### config.mk
export PLATFORM = sky130hd
export DESIGN_NAME = tcq_queue
export DESIGN_NICKNAME = d
export VERILOG_FILES = /design/src/rtl/tcq_pkg.sv /design/src/rtl/tcq_queue.sv
export SDC_FILE = /design/constraint.sdc
export NUM_CORES = 1
export LEC_CHECK = 0
export BUFFER_PORTS_ARGS = -buffer_cell sky130_fd_sc_hd__buf_4
export CORE_UTILIZATION = 47
export DETAILED_ROUTE_END_ITERATION = 16
export PLACE_DENSITY = 0.78
export SYNTH_ARGS = -nofsm -noshare
export SYNTH_HDL_FRONTEND = slang
export SYNTH_SLANG_ARGS = --single-unit
### constraint.sdc
create_clock -name clk -period 4.11 [get_ports clk]
set_clock_uncertainty 0.1 [all_clocks]
set_input_delay 0.822 -clock clk [delete_from_list [all_inputs] [get_ports clk]]
set_output_delay 0.822 -clock clk [all_outputs]
set_load 0.005 [all_outputs]
### src/rtl/tcq_pkg.sv
// Shared types and constants for the tile-coded Q update engine.
// No dependencies.
`timescale 1ns / 1ps
package tcq_pkg;
  localparam int NUM_TILES_DEF   = 4;
  localparam int TILE_ROWS_DEF   = 255;
  localparam int NUM_ACTIONS_DEF = 128;
  localparam int ROW_W  = 10;
  localparam int COL_W  = 7;
  localparam int ADDR_W = ROW_W + COL_W;
  localparam logic [16:0] LR_RESET   = 17'd6554;
  localparam logic [16:0] DISC_RESET = 17'd58982;

  typedef enum logic [1:0] {
    FN_WRITE = 2'd0,
    FN_READ  = 2'd1,
    FN_STEP  = 2'd2,
    FN_NONE  = 2'd3
  } func_t;

  // One classified command from the front part to the back part.
  typedef struct packed {
    func_t              func;
    logic               table_sel;
    logic [ROW_W-1:0]   abs_row;
    logic [ROW_W-1:0]   srow;
    logic [COL_W-1:0]   col;
    logic signed [31:0] value;
    logic               last;
  } cmd_t;

  typedef enum logic [3:0] {
    ST_IDLE, ST_RD, ST_WAIT, ST_MAXA, ST_MAXB, ST_G, ST_URD, ST_UWAIT, ST_UMUL,
    ST_URND, ST_UWR
  } state_t;
endpackage

### src/rtl/tcq_queue.sv
// Two-entry command queue between front and back parts.
// Depends on tcq_pkg.
`timescale 1ns / 1ps
module tcq_queue (
  input  logic          clk,
  input  logic          rst_n,
  input  logic          push,
  input  tcq_pkg::cmd_t din,
  input  logic          pop,
  output logic          full,
  output logic          empty,
  output tcq_pkg::cmd_t dout
);
  import tcq_pkg::*;
  cmd_t mem_r [2];
  logic wp_r, rp_r;
  logic [1:0] cnt_r;

  assign full  = cnt_r == 2'd2;
  assign empty = cnt_r == 2'd0;
  assign dout  = mem_r[rp_r];

  always_ff @(posedge clk) begin
    if (push) mem_r[wp_r] <= din;
    if (!rst_n) begin
      wp_r <= 1'b0; rp_r <= 1'b0; cnt_r <= 2'd0;
    end else begin
      if (push) wp_r <= ~wp_r;
      if (pop) rp_r <= ~rp_r;
      cnt_r <= cnt_r + {1'b0, push} - {1'b0, pop};
    end
  end
endmodule

Word-level counts from Yosys, hierarchy flattened:

Memories as Yosys holds them, arrays and structs flattened. A register that Yosys moved wholly into a read port is not among the register bits.
Cells that the tools add are included.

* flip-flop bits (word level): 4
* RAM bits: 126
* bits of input ports: 67
* output and inout bits: 65
* memories kept: 1

Memories
* mem_r: depth 2, bits a word 63, rd ports 1, clocked after Yosys merged registers in 1, write ports 1, RTL line tcq_queue.sv:15 `cmd_t mem_r [2];`

* $add $sub $neg: 2
* eq/ne operators: 1
* multiplexer cells: 4
* bitwise gates (word level): 2
* reductions and logical operators: 1

Operators with widths (number)
* 1-bit 2-to-1 mux: 4
* 2-bit by 1-bit adder with 2-bit output: 1
* 2-bit equality test (second input constant): 1
* 2-bit logical NOT: 1
* 1-bit NOT: 2
* 2-bit by 1-bit subtractor with 2-bit output: 1

Depth between registers and ports, before layout:

* depth in word-level cells: 3
* mapped depth: 6
* depth with buffers taken out: 6

Least setup slack after synthesis:

OpenSTA, ideal clock, no wires.

* path kind: input to register
* start: input push
* end: memory mem_r[0][0] (netlist name), enable pin
* arrival: 3.625 ns
* data required time: 3.517 ns
* path slack: -0.107 ns
* stages: 1
* buffers on the path: 0
* cells stage by stage: nor2b_1

* word-level cells in the longest chain between the ends: 2

Ends and longest elaborated chain
* start: declaration: RTL line tcq_queue.sv:7 `input logic push,`
* 1-bit 2-to-1 mux: RTL line tcq_queue.sv:24 `if (push) mem_r[wp_r] <= din;`
* 1-bit 2-to-1 mux (not written as such): RTL line tcq_queue.sv:24
* end: declaration: RTL line tcq_queue.sv:15

Every way passes these cells.

==> out/results.md <==
| Stage | Metric | Value |
| --- | --- | --- |
| run status | Outcome | finished clean |
| worst setup path | Launching point of the worst reg2reg path | wp_r |
| routing | Post-DR wirelength/cell | 15.9 µm |
| grt | Maximum number of pins on one net before global-route repair | 43 |
| routing | Routed Antenna Nets | 0 |
| routing | Drt first-iter violations | 72 |
| yosys | Mapped Avg Cell Area | 23.4 µm² |
| min path | Min-delay worst type | primary input to flop |
| yosys | Combined area of all synthesized cells | 0.00507 mm² |
| floorplan | Die Wd | 106 µm |
| floorplan | Number of primary I/O pins | 132 |
| cells and area | Area of all placed cells without fillers | 0.00676 mm² |
| placed design | Placed wire-length estimate after detailed placement | 5.34 mm |
| clocking | Gates resized, CTS repair | 0 |
| power | Static Leakage | 2.70 nW |
| routing | DR vias/cell | 4.72 |
| timing | Final Hold Fails | 0 |
| grt | Vias in the first global route | 2,481 |
| yosys | Cell variety after synth | 14 |
| timing | Number of pins exceeding their max-slew limit in the final report | 0 |
| timing | Final setup violation count | 0 |
| yosys | Post-Synthesis Net Count | 286 |
| routing | # DRC | 0 |
| worst setup path | Cell depth of the worst flop-to-flop path | 2 |
| cells and area | Utilization after layout | 0.649 |
| yosys | FF+latch count, synth | 131 |
| min path | Number of cells on the worst hold path | 1 |
| routing | Final wirelength | 8.18 mm |
| clocking | Longest Clk Path Bufs | 2 |
| placed design | Instance area at placement | 0.00616 mm² |
| grt | Wire length of the first global-routing pass | 12.1 mm |
| routing | Count of vias placed by the detailed router | 2,428 |
| cells and area | Share of post-route cells with drive strength above 1 | 0.611 |
| clocking | Number of buffers inserted by post-CTS setup repair | 0 |
| floorplan | Number of rows in the core area | 37 |
| floorplan | DIE AREA | 0.0112 mm² |
| routing | First-pass DRT Iterations | 4 |
| worst setup path | Setup slack, reg-to-reg | 2430 ps |
| floorplan | Die outline height | 106 µm |
| yosys | Number of instances in the synthesized netlist | 217 |
| clocking | Clock-pin slew on the worst setup and hold paths | 60 ps |
| yosys | Yosys Warn Count | 0 |
| worst setup path | Launching element type of the critical path | flop |
| worst setup path | Reg-to-reg endpoint | mem_r[1][47] |
| placed design | Weighted congestion reported at the end of routability-driven placement | 0.690 |
| timing | Maximum clock rate | 319 MHz |
| timing | Final critical-path required period | 3130 ps |
| worst setup path | Worst EP arrival | 2210 ps |
| flow run | Reported max-cap violation count | 0 |
| worst setup path | Type of the setup path with the least slack | flop to output pin |
| timing | Transition at the pin with the smallest max-transition slack | 741 ps |
| grt | Antenna violations before repair | 0 |
| timing | Max transition margin | 0.506 |
| worst setup path | Max FO, Critical Path | 40 |
| worst setup path | CP Data Required Time | 3190 ps |
| cells and area | Layout net count | 434 |
| clocking | TritonCTS buffer count | 17 |
| clocking | # hold bufs at CTS | 0 |
| cells and area | Area growth from synthesis to layout | 33.3% |
| clocking | Clk sink count | 131 |
| power | Total power density per cell area | 510 mW/mm² |
| grt | Total GRT Usage | 0.149 |
| timing | Post-route setup TNS | 0 ps |
| floorplan | Core Area | 0.0104 mm² |
| floorplan | Starting utilization of the core area | 0.487 |
| timing | Post-route fraction of the period consumed by the critical path | 0.762 |
| clocking | Clock root buffer | clkbuf_8 |
| power | IR Drop Worst-Case VDD | 0.000300 V |
| cells and area | Ant. Diodes | 0 |
| worst setup path | CP Capture Type | output pin |
| grt | Overflow left after global routing | 0 |
| clocking | Depth of the CTS H-tree | 4 |
| placed design | Buffers on Ports | 131 |
| clocking | Skew-Pair Late Insertion Delay | 500 ps |
| worst setup path | Destination of the critical timing path | dout[41] |
| clocking | TritonCTS clock tree | yes |
| yosys | Share of the yosys chip area belonging to registers | 0.765 |
| timing | Unrepaired setup endpoints after global routing | no |
## state kept, by name (all words and copies together), names as in the netlist, named ones only
register  flops
mem_r       126
rp_r          1
wp_r          1
cnt_r         2
## logic make-up after synthesis
kind of cell,Yosys count,share of synthesized area
compound gates,1,0.00148
simple gates,9,0.0106
fa+ha+maj,2,0.00493
buf+inv,9,0.0274
mux,63,0.184
flops,131,0.765
xor+xnor,2,0.00616
## area by class of cell
type	count	area [µm²]
clock inverter	14	186
tap	136	170
fill	733	3650
clock buffer	18	418
multi-input combinational	77	1060
timing repair buffer	136	1030
sequential	131	3890
inverter	2	7.51
## cell usage in the layout (no fill, tap or decap)
cell type / instances
and2_1: 3
and2_2: 1
buf_12: 1
buf_4: 135
bufinv_16: 4
clkbuf_1: 1
clkbuf_16: 16
clkbuf_8: 1
clkinv_1: 2
clkinv_2: 2
clkinv_4: 2
clkinvlp_4: 3
dfxtp_1: 4
dfxtp_4: 1
edfxtp_1: 126
ha_1: 2
inv_1: 2
inv_6: 1
mux2_2: 3
mux2_4: 60
nor2_1: 1
nor2b_1: 3
nor2b_4: 1
o21a_1: 1
xnor3_1: 1
xor2_1: 1
## power by group
part	switching [mW]	total [mW]	internal (mW)	leakage, nW
sequential	0.0417	1.59	1.54	1.22
clock	0.523	1.50	0.981	0.286
combinational	0.122	0.363	0.241	1.19
## metal layers
layer | track usage | share of wire
met4 | 0.0675 | 0.011
met5 | 0 | 0
met1 | 0.167 | 0.40
met2 | 0.248 | 0.52
met3 | 0.0632 | 0.074
## through the flow
step	power (mW)	setup WS, ps	cells	hold WS (ps)
final	3.45	978	514	401
after global placement	1.97	1500	482	458
after floorplan	1.81	1080	217	455
after CTS	3.49	927	514	378
after detailed placement	1.98	1470	482	468
after global routing	3.58	863	514	369
## synth_stat cells (all sizes together)
library cell  instances  share of area
edfxtp              126           0.75
nor2                  1        0.00074
nor2b                 4         0.0049
and2                  4         0.0049
dfxtp                 5          0.020
o21a                  1         0.0015
ha                    2         0.0049
inv                   2         0.0015
xor2                  1         0.0017
xnor3                 1         0.0044
mux2                 63           0.18
buf                   7          0.026
## worst min path at each step
| stage | startpoint | endpoint | slack (ps) |
|---|---|---|---|
| floorplan | rp_r | flop | 450 |
| detailed placement | rp_r | flop | 470 |
| global route | din[5] | mem_r[1][5] | 370 |
| global placement | rp_r | flop | 460 |
| CTS | din[5] | mem_r[0][5] | 380 |
| finish | din[5] | mem_r[1][5] | 400 |
## worst max-delay path: stages (launching register included)
cell and delay (ps):
dfxtp_4 830, buf_4 380, mux2_4 330, buf_4 140
No activity file was read; power rests on OpenSTA's default activity.
