### config.mk
export PLATFORM = sky130hd
export DESIGN_NAME = tcq_front
export DESIGN_NICKNAME = d
export VERILOG_FILES = /design/src/rtl/tcq_pkg.sv /design/src/rtl/tcq_front.sv
export SDC_FILE = /design/constraint.sdc
export NUM_CORES = 1
export LEC_CHECK = 0
export BUFFER_PORTS_ARGS = -buffer_cell sky130_fd_sc_hd__buf_2
export CAP_MARGIN = 5
export CORE_AREA = 2 2 62 64
export DETAILED_ROUTE_END_ITERATION = 12
export DIE_AREA = 0 0 64 66
export GPL_TIMING_DRIVEN = 1
export PLACE_DENSITY = 0.75
export SYNTH_ARGS = -nofsm -noshare
export SYNTH_HDL_FRONTEND = slang
export SYNTH_SLANG_ARGS = --single-unit
### constraint.sdc
create_clock -name vclk -period 2.3
set_input_delay 0.46 -clock vclk [all_inputs]
set_output_delay 0.46 -clock vclk [all_outputs]
set_load 0.03 [all_outputs]
### src/rtl/tcq_pkg.sv
// Shared types and constants for the tile-coded Q update engine.
// No dependencies.
`timescale 1ns / 1ps
package tcq_pkg;
  localparam int NUM_TILES_DEF   = 4;
  localparam int TILE_ROWS_DEF   = 255;
  localparam int NUM_ACTIONS_DEF = 128;
  localparam int ROW_W  = 10;
  localparam int COL_W  = 7;
  localparam int ADDR_W = ROW_W + COL_W;
  localparam logic [16:0] LR_RESET   = 17'd6554;
  localparam logic [16:0] DISC_RESET = 17'd58982;

  typedef enum logic [1:0] {
    FN_WRITE = 2'd0,
    FN_READ  = 2'd1,
    FN_STEP  = 2'd2,
    FN_NONE  = 2'd3
  } func_t;

  // One classified command from the front part to the back part.
  typedef struct packed {
    func_t              func;
    logic               table_sel;
    logic [ROW_W-1:0]   abs_row;
    logic [ROW_W-1:0]   srow;
    logic [COL_W-1:0]   col;
    logic signed [31:0] value;
    logic               last;
  } cmd_t;

  typedef enum logic [3:0] {
    ST_IDLE, ST_RD, ST_WAIT, ST_MAXA, ST_MAXB, ST_G, ST_URD, ST_UWAIT, ST_UMUL,
    ST_URND, ST_UWR
  } state_t;
endpackage

### src/rtl/tcq_front.sv
// Front part: accepts items, forms table columns and search rows.
// Depends on tcq_pkg.
`timescale 1ns / 1ps
module tcq_front #(
  parameter int TILE_ROWS   = tcq_pkg::TILE_ROWS_DEF,
  parameter int NUM_ACTIONS = tcq_pkg::NUM_ACTIONS_DEF
) (
  input  logic                 start,
  input  logic                 q_full,
  input  logic [1:0]           in_func,
  input  logic                 in_table_sel,
  input  logic [9:0]           in_abs_row,
  input  logic [7:0]           in_action,
  input  logic signed [31:0]   in_entry_value,
  input  logic [1:0]           in_tile,
  input  logic [7:0]           in_visit_row,
  input  logic signed [31:0]   in_reward,
  input  logic                 in_last,
  output logic                 push,
  output tcq_pkg::cmd_t        cmd
);
  import tcq_pkg::*;
  localparam logic [ROW_W-1:0] STRIDE = ROW_W'((TILE_ROWS + 1) % 1024);
  localparam logic [7:0] NA = 8'(NUM_ACTIONS);

  logic [7:0] col8;
  logic [ROW_W-1:0] toff;

  always_comb begin
    if (in_action == 8'd0) col8 = 8'd0;
    else if (in_action > NA) col8 = NA - 8'd1;
    else col8 = in_action - 8'd1;
    toff = ROW_W'(in_tile) * STRIDE;
  end

  assign push = start && !q_full;
  always_comb begin
    cmd.func      = func_t'(in_func);
    cmd.table_sel = in_table_sel;
    cmd.abs_row   = in_abs_row;
    cmd.srow      = ROW_W'({2'd0, in_visit_row}) + toff;
    cmd.col       = col8[COL_W-1:0];
    cmd.value     = (in_func == FN_WRITE) ? in_entry_value : in_reward;
    cmd.last      = in_last;
  end
endmodule

### After elaboration in Yosys (flattened, before gate mapping)

Index checks and enable logic that the tools add are counted.

| word-level totals | value |
|---|---|
| register bits | 0 |
| input bits | 98 |
| output and inout port bits | 64 |
| word-level logic and storage cells | 10 |

| cells by class | value |
|---|---|
| add/sub/neg operators | 2 |
| magnitude comparators | 1 |
| multiplexer cells | 3 |
| reduce and logical (&&, ||, !) cells | 4 |

Operators with widths:

| kind | count |
|---|---|
| 32-bit 2-to-1 mux | 1 |
| 7-bit 2-to-1 mux | 2 |
| 8-bit by 10-bit adder with 10-bit output | 1 |
| 8-bit greater-than comparator (second input constant) | 1 |
| 8-bit logical NOT | 1 |
| 7-bit by 1-bit subtractor with 7-bit output (second input constant) | 1 |
| 2-bit logical NOT | 1 |
| 1-bit logical AND | 1 |
| 1-bit logical NOT | 1 |

### Logic depth before layout (Yosys ltp)

Gate-level depths: netlist of the first run.

| logic depth | value |
|---|---|
| word-level depth | 3 |
| mapped depth | 5 |
| mapped depth without buffers | 5 |

### Worst setup path before layout of the first run

Ideal clock, no wire load.

| path | value |
|---|---|
| path type | in2out |
| start | in in_action[0] |
| end | out cmd[36] in the netlist's numbering |
| arrival time | 1.741 ns |
| data required time | 1.840 ns |
| path slack | 0.099 ns |
| cell stages on the path | 3 |
| path buffers | 0 |
| cells stage by stage | nor4_1 nand2b_1 a211oi_1 |

RTL lines:

| what | line | RTL |
|---|---|---|
| from (decl) | tcq_front.sv:13 | `input logic [7:0] in_action,` |
| to (decl) | tcq_front.sv:20 | `output tcq_pkg::cmd_t cmd` |

==> metrics.csv, run 1 <==
metric,value,unit
CLK BUF,0,
Rows,22,
post-layout min period,2.27,ns
gp weighted congestion,0.799,
Chip Height,66,um
Total Wirelength,2600,um
die extent in x,64,um
setup TNS,0,ns
routed vias,1024,
die area,0.00422,mm^2
Initial Utilization,0.226,
post-route ant nets,0,
Leak,0.000698,uW
seq_cells,0,
cell taking the most area after synthesis,mux2_2,
largest cells by area after synthesis,"mux2_2 (45%), buf_4 (22%), ha_1 (3.1%), maj3_2 (2.8%), a211oi_1 (1.9%)",
synth warn,0,
CP Data Required Time,1.84,ns
Worst Hold Class,in -> out,
DP HPWL,2320,um
slew at the pin closest to its max-slew limit,0.265,ns
WHS Path Cells,0,
kind of critical path,in -> out,
final hold violation count,0,
sequential share of the synthesized area,0,
synth cell count leaders,"mux2_2 (32), buf_4 (24), clkbuf_1 (4)",
hold endpoint,cmd[52],
NumNets Final,291,
hold path start,in_abs_row[2],
Power Density,253,mW/mm^2
startpoint types,input pin,
syn nets,193,
crit-path max FO,3,
Syn Area/Cell,8.64,um^2
core box area,0.00355,mm^2
CP arrival,1.81,ns
post-route clock period utilization,0.987,
layout cells sized above 1,0.862,
initial antenna violation count,0,
TritonRoute pass-1 iters,4,
critical path capture point type,primary output,
Peak supply drop,0.151,mV
most frequent cell after synthesis,mux2_2,
Design Power,335,uW
largest net degree at the start of global routing,33,
Area Overhead vs Synth,65.1,%
final setup vio count,0,
n_diodes,0,
first-pass GRT wire length,3830,um
Gate Count Post-Synth,93,
storage element area,0,um^2
Vias/cell,4.32,
number of global-route vias before repair,938,
total grt overflow,0,
share of the synthesized area in the top cell type,0.449,
per-cell routed wire length,11.0,um
initial drt markers,23,
max_cap viols,0,
GRT Util Overall,0.109,
port bufs,118,
pre-CTS WS,-0.0121,ns
Mapped Area,803,um^2
Fillers,375,
relative slew slack,0.823,
# DRC,0,
post-route setup slack,0.0307,ns
Slew Limit Fails,0,
status,finished clean,
Setup Buffers After CTS,0,
fmax,441,MHz
I/O pin cnt,162,
Netlist cell types,27,
## per-layer routing
| metal | wire length [um] | track usage | up-vias |
|---|---|---|---|
| li1 | - | - | 503 |
| met1 | 931 | 0.116 | 444 |
| met2 | 1270 | 0.212 | 67 |
| met3 | 363 | 0.0290 | 10 |
| met4 | 34 | 0.0217 | 0 |
| met5 | 0 | 0 | - |
## power breakdown
part	internal, uW	leakage [uW]	switching [uW]	total, uW
sequential	0	0	0	0
combinational	147	0.000698	189	335
clock	0	0	0	0
total	147	0.000698	189	335
## worst max-delay path by stage
stage / to / from / cells past startpoint
floorplan: cmd[36] / in_action[0] / 3
global placement: cmd[34] / in_action[5] / 5
detailed placement: cmd[34] / in_action[5] / 5
CTS: cmd[35] / in_action[5] / 5
global route: cmd[39] / in_action[3] / 6
finish: cmd[35] / in_action[3] / 5
## placed cells by master, fill, tap and decap left out, drive strengths merged, types with 2 or more instances in the layout
cell type / n
mux2: 32
inv: 3
o21ai: 2
nor3b: 2
nand2b: 2
buf: 124
nor2: 2
a211oi: 2
maj3: 2
ha: 2
nor3: 2
## cell families after synthesis
logic type                 synth area share
adders and majority gates            0.0592
xor gates and xnor gates             0.0218
and+or+nand+nor                       0.122
buffers and inverters                 0.271
muxes                                 0.449
AOI/OAI and AO/OA                    0.0779
## worst max-delay path, cell delays in order
cell,delay (ns)
buf_2,0.11
or4_4,0.54
or2_4,0.25
maj3_2,0.28
buf_4,0.17
## final cells by class
cell class,count,area (um^2),share of cell area
inverters,3,11.3,0.00849
multi-input cells,61,588,0.443
well taps,48,60.1,0.0453
repair buffers,125,667,0.503
## what timing repair did
action,CTS,global route
hold buffers,0,0
resized for setup,2,4
setup endpoints to repair,1,5
pin swaps,0,2
## stage by stage
stage                     cells  utilization  instance area (um^2)  hold WS [ns]
after floorplan              93            -                   803          1.03
after CTS                   237        0.372                  1320         0.920
after global routing        237        0.374                  1330         0.920
final                       237        0.374                  1330         0.920
after global placement      237        0.370                  1320         0.920
after detailed placement    237        0.370                  1320         0.920
Power figures use the tool's default switching activity.
==> run 2: changes to the inputs <==
ABC_AREA = 1   (was unset)
CAP_MARGIN = 15   (was 5)
CORE_AREA = 2 2 63 65   (was 2 2 62 64)
DIE_AREA = 0 0 65 67   (was 0 0 64 66)
PLACE_DENSITY = 0.74   (was 0.75)
==> run 2 against run 1 <==
First-iteration DRC count down 39%. Combinational power down 1%. Count of clock-buffer cells in the layout unchanged. Core utilization down 1.4 points. Worst setup slack better by 0.14 ns. Sequential share of layout area unchanged. Largest power group unchanged.
==> metrics.csv, run 2 <==
metric,value,unit,change
routed vias,1068,,"was 1,024"
"most common cell after layout, fill and taps aside",buf_2,,unchanged
Total Wirelength,2790,um,was 2600 um
number of global-route vias before repair,940,,was 938
share of the synthesized area in the top cell type,0.403,,was 0.449
CP arrival,1.67,ns,was 1.81 ns
fmax,470,MHz,was 441 MHz
sequential share of the synthesized area,0,,unchanged
dpl cell area,0.00129,mm^2,was 0.00132 mm^2
largest cells by area after synthesis,"mux2_2 (40%), buf_4 (21%), nand2_1 (4.5%), buf_6 (4.0%), nor2_4 (4.0%)",,"was mux2_2 (45%), buf_4 (22%), ha_1 (3.1%), maj3_2 (2.8%), a211oi_1 (1.9%)"
kind of critical path,in -> out,,unchanged
most frequent cell after synthesis,mux2_2,,unchanged
# DRC,0,,unchanged
n_diodes,0,,unchanged
seq_cells,0,,unchanged
per-cell routed wire length,11.3,um,was 11.0 um
post-route ant nets,0,,unchanged
DP HPWL,2540,um,was 2320 um
Area Overhead vs Synth,54.5,%,was 65.1%
Initial Utilization,0.232,,was 0.226
Peak supply drop,0.0981,mV,was 0.151 mV
GRT Util Overall,0.112,,was 0.109
CTS Hold Bufs,0,,unchanged
Chip Height,67,um,was 66 um
synth warn,0,,unchanged
Gate Count Post-Synth,106,,was 93
die extent in x,65,um,was 64 um
post_cts resized,0,,was 2
Worst Hold Class,in -> out,,unchanged
Slew Limit Fails,0,,unchanged
post-route clock period utilization,0.926,,was 0.987
TritonRoute pass-1 iters,4,,unchanged
I/O pin cnt,162,,unchanged
initial drt markers,14,,was 23
slew at the pin closest to its max-slew limit,0.240,ns,was 0.265 ns
CLK BUF,0,,unchanged
cell taking the most area after synthesis,mux2_2,,unchanged
"commonest non-fill, non-tap cells in the layout","buf_2 (118), mux2_2 (30), nand2_1 (10), nor2_1 (8), inv_1 (7)",,"was buf_2 (115), mux2_2 (32), buf_4 (7), inv_1 (3)"
Rows,22,,unchanged
startpoint types,input pin,,unchanged
layout cells sized above 1,0.793,,was 0.862
final hold violation count,0,,unchanged
Fillers,385,,was 375
setup repair after global routing missed its margin,no,,
first-pass GRT wire length,4010,um,was 3830 um
Netlist cell types,19,,was 27
initial antenna violation count,0,,unchanged
gp weighted congestion,0.749,,was 0.799
storage element area,0,um^2,unchanged
Vias/cell,4.34,,was 4.32
max_cap viols,0,,unchanged
Setup Buffers After CTS,0,,unchanged
core box area,0.00361,mm^2,was 0.00355 mm^2
total grt overflow,0,,unchanged
critical path capture point type,primary output,,unchanged
final setup vio count,0,,unchanged
status,finished clean,,unchanged
port bufs,118,,unchanged
die area,0.00436,mm^2,was 0.00422 mm^2
NumNets Final,300,,was 291
Power Density,255,mW/mm^2,was 253 mW/mm^2
Syn Area/Cell,7.91,um^2,was 8.64 um^2
synth cell count leaders,"mux2_2 (30), buf_4 (24), nand2_1 (10)",,"was mux2_2 (32), buf_4 (24), clkbuf_1 (4)"
syn nets,206,,was 193
relative slew slack,0.840,,was 0.823
setup TNS,0,ns,unchanged
Leak,0.000717,uW,was 0.000698 uW
Design Power,331,uW,was 335 uW
final instance area,0.00129,mm^2,was 0.00133 mm^2
post-layout min period,2.13,ns,was 2.27 ns
Mapped Area,838,um^2,was 803 um^2
CP Data Required Time,1.84,ns,about the same
crit-path max FO,6,,was 3
largest net degree at the start of global routing,27,,was 33
-- run 2: metrics by stage --
stage               hold WS (ns)  instances  setup WS (ns)  utilization
floorplan                   1.03        106          0.210            -
global placement           0.920        246          0.221        0.359
detailed placement         0.920        246          0.159        0.359
CTS                        0.920        246          0.160        0.359
global route               0.920        246         0.0516        0.359
finish                     0.920        246          0.171        0.359
-- run 2: critical path, cell delays in order --
cell	delay, ns
buf_2	0.10
inv_1	0.14
ha_1	0.17
inv_1	0.04
nor2_1	0.15
nand3_4	0.12
nor2_4	0.16
inv_2	0.05
nand2_1	0.07
inv_1	0.04
buf_2	0.17
-- run 2: layer usage --
| layer | global-route usage | wire [um] | vias up |
|---|---|---|---|
| li1 | - | - | 518 |
| met1 | 0.113 | 991 | 477 |
| met2 | 0.240 | 1450 | 73 |
| met3 | 0.0236 | 350 | 0 |
| met4 | 0.00266 | 0 | 0 |
| met5 | 0 | 0 | - |
-- run 2: final timing paths --
kind                             from       to  cells past startpoint
worst max-delay path     in_action[0]  cmd[39]                     11
worst min-delay path  in_visit_row[2]  cmd[42]                      0
-- run 2: area by class of cell --
cell class | count | area (um^2) | area share
timing repair buffer | 119 | 611 | 0.471
tap | 48 | 60.1 | 0.0464
inverter | 9 | 33.8 | 0.0261
multi-input combinational | 70 | 591 | 0.456
-- run 2: cell families (layout without fill, tap and decap cells) --
family,after synthesis,in the layout,share of synthesized area
adder cells (fa/ha/maj),2,2,0.0298
XOR/XNOR,1,1,0.0104
AND/OR/NAND/NOR,32,32,0.216
buffers and inverters,36,128,0.296
AO/OA/AOI/OAI,3,3,0.0179
multiplexers,32,32,0.430
-- run 2: power breakdown --
part	switching (uW)	internal [uW]	leakage (uW)
sequential	0	0	0
clock	0	0	0
combinational	195	136	0.000717
total	195	136	0.000717
